==> config.mk <==
export PLATFORM = sky130hd
export DESIGN_NAME = stable_bounded_priority_queue_core
export DESIGN_NICKNAME = d
export VERILOG_FILES = /design/src/rtl/core/sbpq_pkg.sv /design/src/rtl/core/sbpq_cell.sv /design/src/rtl/core/stable_bounded_priority_queue_core.sv
export SDC_FILE = /design/constraint.sdc
export NUM_CORES = 2
export LEC_CHECK = 0
export ABC_AREA = 1
export BUFFER_PORTS_ARGS = -buffer_cell sky130_fd_sc_hd__buf_2
export CAP_MARGIN = 20
export CORE_MARGIN = 1
export CORE_UTILIZATION = 52
export DETAILED_ROUTE_END_ITERATION = 8
export PLACE_DENSITY_LB_ADDON = 0.12
export SETUP_SLACK_MARGIN = 0.1
export SYNTH_ARGS = -nofsm -noshare
export SYNTH_HDL_FRONTEND = slang
export SYNTH_SLANG_ARGS = --single-unit
==> constraint.sdc <==
create_clock -name clk -period 13.3 [get_ports clk]
set_input_delay 0.665 -clock clk [delete_from_list [all_inputs] [get_ports clk]]
set_output_delay 0.665 -clock clk [all_outputs]
set_load 0.1 [all_outputs]
==> src/rtl/core/sbpq_pkg.sv <==
// types and constants of the stable bounded priority queue
// no dependencies
`timescale 1ns / 1ps
`default_nettype none
package sbpq_pkg;

  localparam int QUEUE_DEPTH_DEF   = 16;
  localparam int PRIORITY_BITS_DEF = 8;
  localparam int PRI_FIELD_W       = 8;
  localparam int CAP_W             = 5;
  localparam int OCC_W             = 5;

  localparam logic [CAP_W-1:0] CAP_RESET = 5'd16;
  localparam logic [CAP_W-1:0] CAP_MIN   = 5'd1;

  localparam logic CMD_INSERT = 1'b0;
  localparam logic CMD_POP    = 1'b1;

  localparam logic [1:0] ST_INSERTED = 2'd0;
  localparam logic [1:0] ST_POPPED   = 2'd1;
  localparam logic [1:0] ST_EMPTY    = 2'd2;
  localparam logic [1:0] ST_FULL     = 2'd3;

  typedef struct packed {
    logic                   command;
    logic [15:0]            client_id;
    logic [31:0]            request_handle;
    logic [PRI_FIELD_W-1:0] priority_req;
    logic [15:0]            delay_seconds;
  } in_word_t;

  typedef struct packed {
    logic [1:0]             status;
    logic [15:0]            out_client_id;
    logic [31:0]            out_request_handle;
    logic [PRI_FIELD_W-1:0] out_priority;
    logic [15:0]            out_delay_seconds;
    logic [OCC_W-1:0]       occupancy;
  } out_word_t;

  // entry payload held in each cell, priority kept apart
  typedef struct packed {
    logic [15:0] client;
    logic [31:0] handle;
    logic [15:0] delay;
  } entry_t;

  typedef struct packed {
    logic ins;
    logic pop;
  } cell_ctl_t;

endpackage
`default_nettype wire

==> src/rtl/core/sbpq_cell.sv <==
// one slot of the sorted shift row: holds an entry and its priority
// depends on sbpq_pkg
`timescale 1ns / 1ps
`default_nettype none
module sbpq_cell #(
  parameter int IDX   = 0,
  parameter int CNT_W = 5,
  parameter int PRI_W = 8
) (
  input  wire                      clk,
  input  sbpq_pkg::cell_ctl_t      ctl,
  input  wire  [CNT_W-1:0]         count,
  input  sbpq_pkg::entry_t         new_pay,
  input  wire  [PRI_W-1:0]         new_pri,
  input  sbpq_pkg::entry_t         left_pay,
  input  wire  [PRI_W-1:0]         left_pri,
  input  wire                      left_ge,
  input  sbpq_pkg::entry_t         right_pay,
  input  wire  [PRI_W-1:0]         right_pri,
  output sbpq_pkg::entry_t         pay,
  output logic [PRI_W-1:0]         pri,
  output logic                     ge
);
  import sbpq_pkg::*;

  entry_t           pay_r, pay_nxt;
  logic [PRI_W-1:0] pri_r, pri_nxt;
  logic             occupied;

  assign occupied = CNT_W'(IDX) < count;
  assign ge       = occupied && (pri_r >= new_pri);
  assign pay      = pay_r;
  assign pri      = pri_r;

  always_comb begin
    pay_nxt = pay_r;
    pri_nxt = pri_r;
    if (ctl.ins) begin
      if (!left_ge) begin
        pay_nxt = left_pay;
        pri_nxt = left_pri;
      end else if (!ge) begin
        pay_nxt = new_pay;
        pri_nxt = new_pri;
      end
    end else if (ctl.pop) begin
      pay_nxt = right_pay;
      pri_nxt = right_pri;
    end
  end

  always_ff @(posedge clk) begin
    pay_r <= pay_nxt;
    pri_r <= pri_nxt;
  end

endmodule
`default_nettype wire

==> src/rtl/core/stable_bounded_priority_queue_core.sv <==
// top level of the stable bounded priority queue: control, row of cells, result register
// depends on sbpq_pkg and sbpq_cell
//
// Use: a command word enters on in_valid/in_ready. An insert places the entry behind
// every held entry of equal or higher priority; a pop returns the head entry. Each
// accepted word yields exactly one result word on out_valid/out_ready, carrying a
// status (inserted, popped, pop on empty, insert rejected full) and the occupancy
// after the step. Entry fields in the result are zero unless an entry was popped.
// The result is registered and appears the cycle after acceptance. One word per cycle
// is accepted while the receiver takes results. Cells from the insertion point on shift
// toward the tail on insert; every cell shifts toward the head on pop.
// cfg_we writes the capacity limit (0 acts as 1, values above the depth act as the
// depth) and should only be used while no word is in flight.
// Reset (synchronous, rst_n low) empties the queue, sets the limit to 16 and drops
// any pending result. While the receiver stalls, the result register holds and
// in_ready stays low until the result is taken.
`timescale 1ns / 1ps
`default_nettype none
module stable_bounded_priority_queue_core #(
  parameter int QUEUE_DEPTH   = sbpq_pkg::QUEUE_DEPTH_DEF,
  parameter int PRIORITY_BITS = sbpq_pkg::PRIORITY_BITS_DEF
) (
  input  wire                             clk,
  input  wire                             rst_n,
  input  wire                             in_valid,
  output logic                            in_ready,
  input  sbpq_pkg::in_word_t              in_word,
  output logic                            out_valid,
  input  wire                             out_ready,
  output sbpq_pkg::out_word_t             out_word,
  input  wire                             cfg_we,
  input  wire  [sbpq_pkg::CAP_W-1:0]      cfg_wdata
);
  import sbpq_pkg::*;

  localparam int CNT_W = $clog2(QUEUE_DEPTH + 1);
  localparam int CMP_W = (CNT_W > CAP_W) ? CNT_W : CAP_W;
  localparam int PRI_W = (PRIORITY_BITS < PRI_FIELD_W) ? PRIORITY_BITS : PRI_FIELD_W;
  localparam logic [CNT_W-1:0] DEPTH_C = CNT_W'(QUEUE_DEPTH);

  logic [CAP_W-1:0] limit_r;
  logic [CNT_W-1:0] count_r, count_nxt;
  logic             out_valid_r;
  out_word_t        out_word_r, out_word_nxt;

  logic             accept, is_pop, full, empty, ins_do, pop_do;
  logic [CAP_W-1:0] lim_eff;
  cell_ctl_t        ctl;
  entry_t           new_pay;
  logic [PRI_W-1:0] new_pri;

  entry_t           pay_a [QUEUE_DEPTH];
  logic [PRI_W-1:0] pri_a [QUEUE_DEPTH];
  logic             ge_a  [QUEUE_DEPTH];

  assign in_ready  = !out_valid_r || out_ready;
  assign accept    = in_valid && in_ready;
  assign out_valid = out_valid_r;
  assign out_word  = out_word_r;

  assign is_pop  = (in_word.command == CMD_POP);
  assign lim_eff = (limit_r == '0) ? CAP_MIN : limit_r;
  assign full    = (CMP_W'(count_r) >= CMP_W'(lim_eff)) || (count_r >= DEPTH_C);
  assign empty   = (count_r == '0);
  assign ins_do  = accept && !is_pop && !full;
  assign pop_do  = accept && is_pop && !empty;

  assign ctl.ins = ins_do;
  assign ctl.pop = pop_do;

  assign new_pay.client = in_word.client_id;
  assign new_pay.handle = in_word.request_handle;
  assign new_pay.delay  = in_word.delay_seconds;
  assign new_pri        = in_word.priority_req[PRI_W-1:0];

  genvar gi;
  generate
    for (gi = 0; gi < QUEUE_DEPTH; gi++) begin : g_cell
      localparam int L = (gi == 0) ? 0 : gi - 1;
      localparam int R = (gi == QUEUE_DEPTH - 1) ? gi : gi + 1;
      logic left_ge;
      assign left_ge = (gi == 0) ? 1'b1 : ge_a[L];
      sbpq_cell #(
        .IDX   (gi),
        .CNT_W (CNT_W),
        .PRI_W (PRI_W)
      ) u_cell (
        .clk       (clk),
        .ctl       (ctl),
        .count     (count_r),
        .new_pay   (new_pay),
        .new_pri   (new_pri),
        .left_pay  (pay_a[L]),
        .left_pri  (pri_a[L]),
        .left_ge   (left_ge),
        .right_pay (pay_a[R]),
        .right_pri (pri_a[R]),
        .pay       (pay_a[gi]),
        .pri       (pri_a[gi]),
        .ge        (ge_a[gi])
      );
    end
  endgenerate

  always_comb begin
    count_nxt = count_r;
    if (ins_do) begin
      count_nxt = count_r + 1'b1;
    end else if (pop_do) begin
      count_nxt = count_r - 1'b1;
    end
  end

  always_comb begin
    out_word_nxt = '0;
    if (is_pop) begin
      out_word_nxt.status = empty ? ST_EMPTY : ST_POPPED;
      if (!empty) begin
        out_word_nxt.out_client_id      = pay_a[0].client;
        out_word_nxt.out_request_handle = pay_a[0].handle;
        out_word_nxt.out_priority       = PRI_FIELD_W'(pri_a[0]);
        out_word_nxt.out_delay_seconds  = pay_a[0].delay;
      end
    end else begin
      out_word_nxt.status = full ? ST_FULL : ST_INSERTED;
    end
    out_word_nxt.occupancy = OCC_W'(count_nxt);
  end

  always_ff @(posedge clk) begin
    if (!rst_n) begin
      limit_r     <= CAP_RESET;
      count_r     <= '0;
      out_valid_r <= 1'b0;
    end else begin
      if (cfg_we) begin
        limit_r <= cfg_wdata;
      end
      count_r <= count_nxt;
      if (accept) begin
        out_valid_r <= 1'b1;
      end else if (out_ready) begin
        out_valid_r <= 1'b0;
      end
    end
  end

  always_ff @(posedge clk) begin
    if (accept) begin
      out_word_r <= out_word_nxt;
    end
  end

endmodule
`default_nettype wire

==> metrics.txt <==
run status=finished, final reports clean; clk_skew=0.0202 ns; CP Launch Type=flop; CTS max path bufs=3; leakage component of the power=36.7 nW; worst slew margin relative to its limit=0.160; area used by sequential logic in the layout=0.0372 sq mm; die width=370 microns; sequential group share of total power=0.465; latest clock arrival within the worst-skew pair=0.78 ns; wire length of the first global-routing pass=314,000 microns; number of pins with negative max-slew slack in the final report=0; clock root cell=clkbuf_16; Internal=8.15 mW; DR DRC count=0; pre-CTS setup slack=7.40 ns; Final GP Congestion=0.832; power per standard cell area=159 mW/mm^2; syn_nets=9,141; global-route total usage across every layer=0.284; starting utilization of the core area=0.527; crit end category=flop; register bit total from synthesis=1,242; Core ar.=0.134 sq mm; TNS Setup=0 ns; Hold-fix buffers, CTS=0; largest area contributor in the synthesized netlist=edfxtp_1; reported max-cap violation count=0; largest fanout of any net on the critical path=212; synthesized area=0.0706 sq mm; number of synthesized flops with an enable pin=1,231; DRT antenna net count=0; vias in the first global route=53.8k; post-route worst setup slack=7.02 ns; Setup Buffers After CTS=0; Cell Rows=134; setup repair after global routing missed its margin=no; data required time at the worst endpoint=13.94 ns; top cells by count, synth=nand2_1, nand3_1, edfxtp_1, inv_1, clkbuf_1; category of the most critical setup path=reg2reg; Min Clock Period, post-route=6.28 ns; post-synthesis sequential area ratio=0.527; number of I/O port buffers=163; overflow left after global routing=0; mean number of vias per cell=5.50; Total Die Area=0.137 sq mm; period utilisation layout=0.472; number of detailed-route iterations in the first pass=6; Final Hold Violating Endpoints=0; average wire per cell in the routed design=18.7 microns; post-CTS sizing=0; FILL cells=12.3k; Switching Power=3.94 mW; number of antenna violations at the first check in global routing=1; CTS tree=yes; leading cell types by total area after synthesis=edfxtp_1, nand2_1, nand3_1, inv_1, ha_1; IO Count=164; CP Data Arrival Time=6.92 ns; Unique masters post-synth=30; fraction of synthesized cell area taken by the top area cell type=0.524; average size of a mapped cell=7.90 sq um; TritonCTS sink count=1,242; maximum vdd ir drop=0.141 mV; path type of the worst min-delay path=in2reg; nets=8,910; most common cell in the netlist=nand2_1; violation count after the first detailed-route iteration=7,217; overall die height=370 microns; Cells after Synth=8,930; Clk pin slew, worst setup/hold paths=0.06 ns; Least-Margin Pin Slew=1.26 ns; worst hold slack after final layout=0.0983 ns; timing-limited maximum frequency=159 MHz; setup violators final=0; growth of design area from synthesis to finish=7.96%; share of total power consumed by net switching=0.326; Layout Utilization=0.569; prevailing post-synth register cell=edfxtp_1; final HPWL from detailed placement=125,000 microns; number of cells in the design after placement=10.3k; combinational share of power=0.225; number of buffers added by the clock tree synthesis step=139; share of layout cells above drive strength 1=0.0587; YS warnings=0; WL final=198,000 microns; filler-free cell count of the finished design=10.6k; number of H-tree levels=4; fraction of synthesis flops using an asynchronous set or reset pin=0; maximum number of pins on one net before global-route repair=213; clock network fraction of total power=0.310; vias=58.1k; footprint of the multi-input gates=0.0265 sq mm
worst max-delay path, cell delays in order (launching register included):
cell and delay [ns]:
dfxtp_1 0.45, inv_1 0.17, ha_1 0.32, inv_1 0.04, nand2_1 0.05, nand2_1 0.05, nand3b_1 0.19, nor2_4 0.06
buf_12 0.25, inv_8 0.87, buf_12 0.70, buf_4 0.81, buf_4 0.67, buf_4 0.59, nand2_1 0.13, nand2_1 0.10
registers in the layout, indices dropped and copies added, names as in the netlist:
| name | count |
|---|---|
| g_cell.u_cell.pay | 1024 |
| limit_r | 5 |
| out_valid | 1 |
| g_cell.u_cell.pri | 128 |
| count_r | 5 |
| out_word | 79 |
per-layer routing:
layer | vias to the layer above | global-route usage | part of all wire
met5 | - | 0 | 0
met4 | 0 | 0.0577 | 0.013
met3 | 200 | 0.0387 | 0.094
met2 | 2737 | 0.403 | 0.41
met1 | 26800 | 0.458 | 0.48
li1 | 28400 | - | -
area by class of cell:
cell class | instances | area share
multi-input combinational | 5897 | 0.347
timing repair buffer | 266 | 0.0219
clock inverter | 57 | 0.00604
sequential | 1242 | 0.488
antenna | 1 | 0.0000328
clock buffer | 188 | 0.0507
inverter | 1153 | 0.0569
tap | 1768 | 0.0290
placed cells by master (no fill, tap or decap), types with 2 or more instances in the layout:
master,n
buf_4,98
o21ai_1,3
inv_2,9
buf_2,163
xor2_1,2
nand3_1,2036
nand3_2,3
ha_1,128
buf_16,2
nor2_1,102
bufinv_16,7
o21a_1,15
nand4_1,2
clkbuf_16,148
edfxtp_1,1231
clkinv_1,26
o21ai_4,3
nand2_1,3331
inv_6,5
a21oi_1,54
buf_12,3
clkbuf_1,39
nand2_2,37
dfxtp_1,11
inv_1,1143
nor2_4,5
nor2_2,2
clkinv_2,17
nand2_4,9
o21ai_0,159
power groups by stage:
stage,clock (mW),sequential [mW],combinational (mW)
2_1_floorplan,0,5.72,1.85
3_3_place_gp,0,5.67,2.62
3_5_place_dp,0,5.68,2.67
4_1_cts,3.81,5.60,2.69
5_1_grt,3.94,5.68,3.05
6_report,3.75,5.62,2.72
path summary, 6_finish.rpt:
| path | startpoint | to | slack, ns | depth (start not counted) |
|---|---|---|---|---|
| hold / removal | cfg_wdata[4] | limit_r[4] | 0.1 | 3 |
| setup reg to reg | count_r[0] | g_cell[6].u_cell.pay[42] | 7.02 | 15 |
| setup / recovery | count_r[0] | g_cell[6].u_cell.pay[42] | 7.02 | 15 |
| hold reg to reg | limit_r[1] | limit_r[1] | 0.50 | 2 |
cell families (layout without fill, tap and decap cells):
| family | count (synthesis) | after routing | share of synthesized area |
|---|---|---|---|
| other cells | 0 | 1 | 0 |
| xor+xnor | 3 | 3 | 0.000372 |
| compound gates | 238 | 238 | 0.0179 |
| flops | 1242 | 1242 | 0.527 |
| simple gates | 5528 | 5528 | 0.331 |
| fa+ha+maj | 128 | 128 | 0.0227 |
| buf+inv | 1791 | 1664 | 0.101 |
per-stage QoR:
step,total power [mW],cell area (sq um)
finish,12.1,76200
global route,12.7,76200
CTS,12.1,76100
detailed placement,8.35,71800
global placement,8.29,71800
floorplan,7.57,70600
Power figures use the tool's default switching activity.
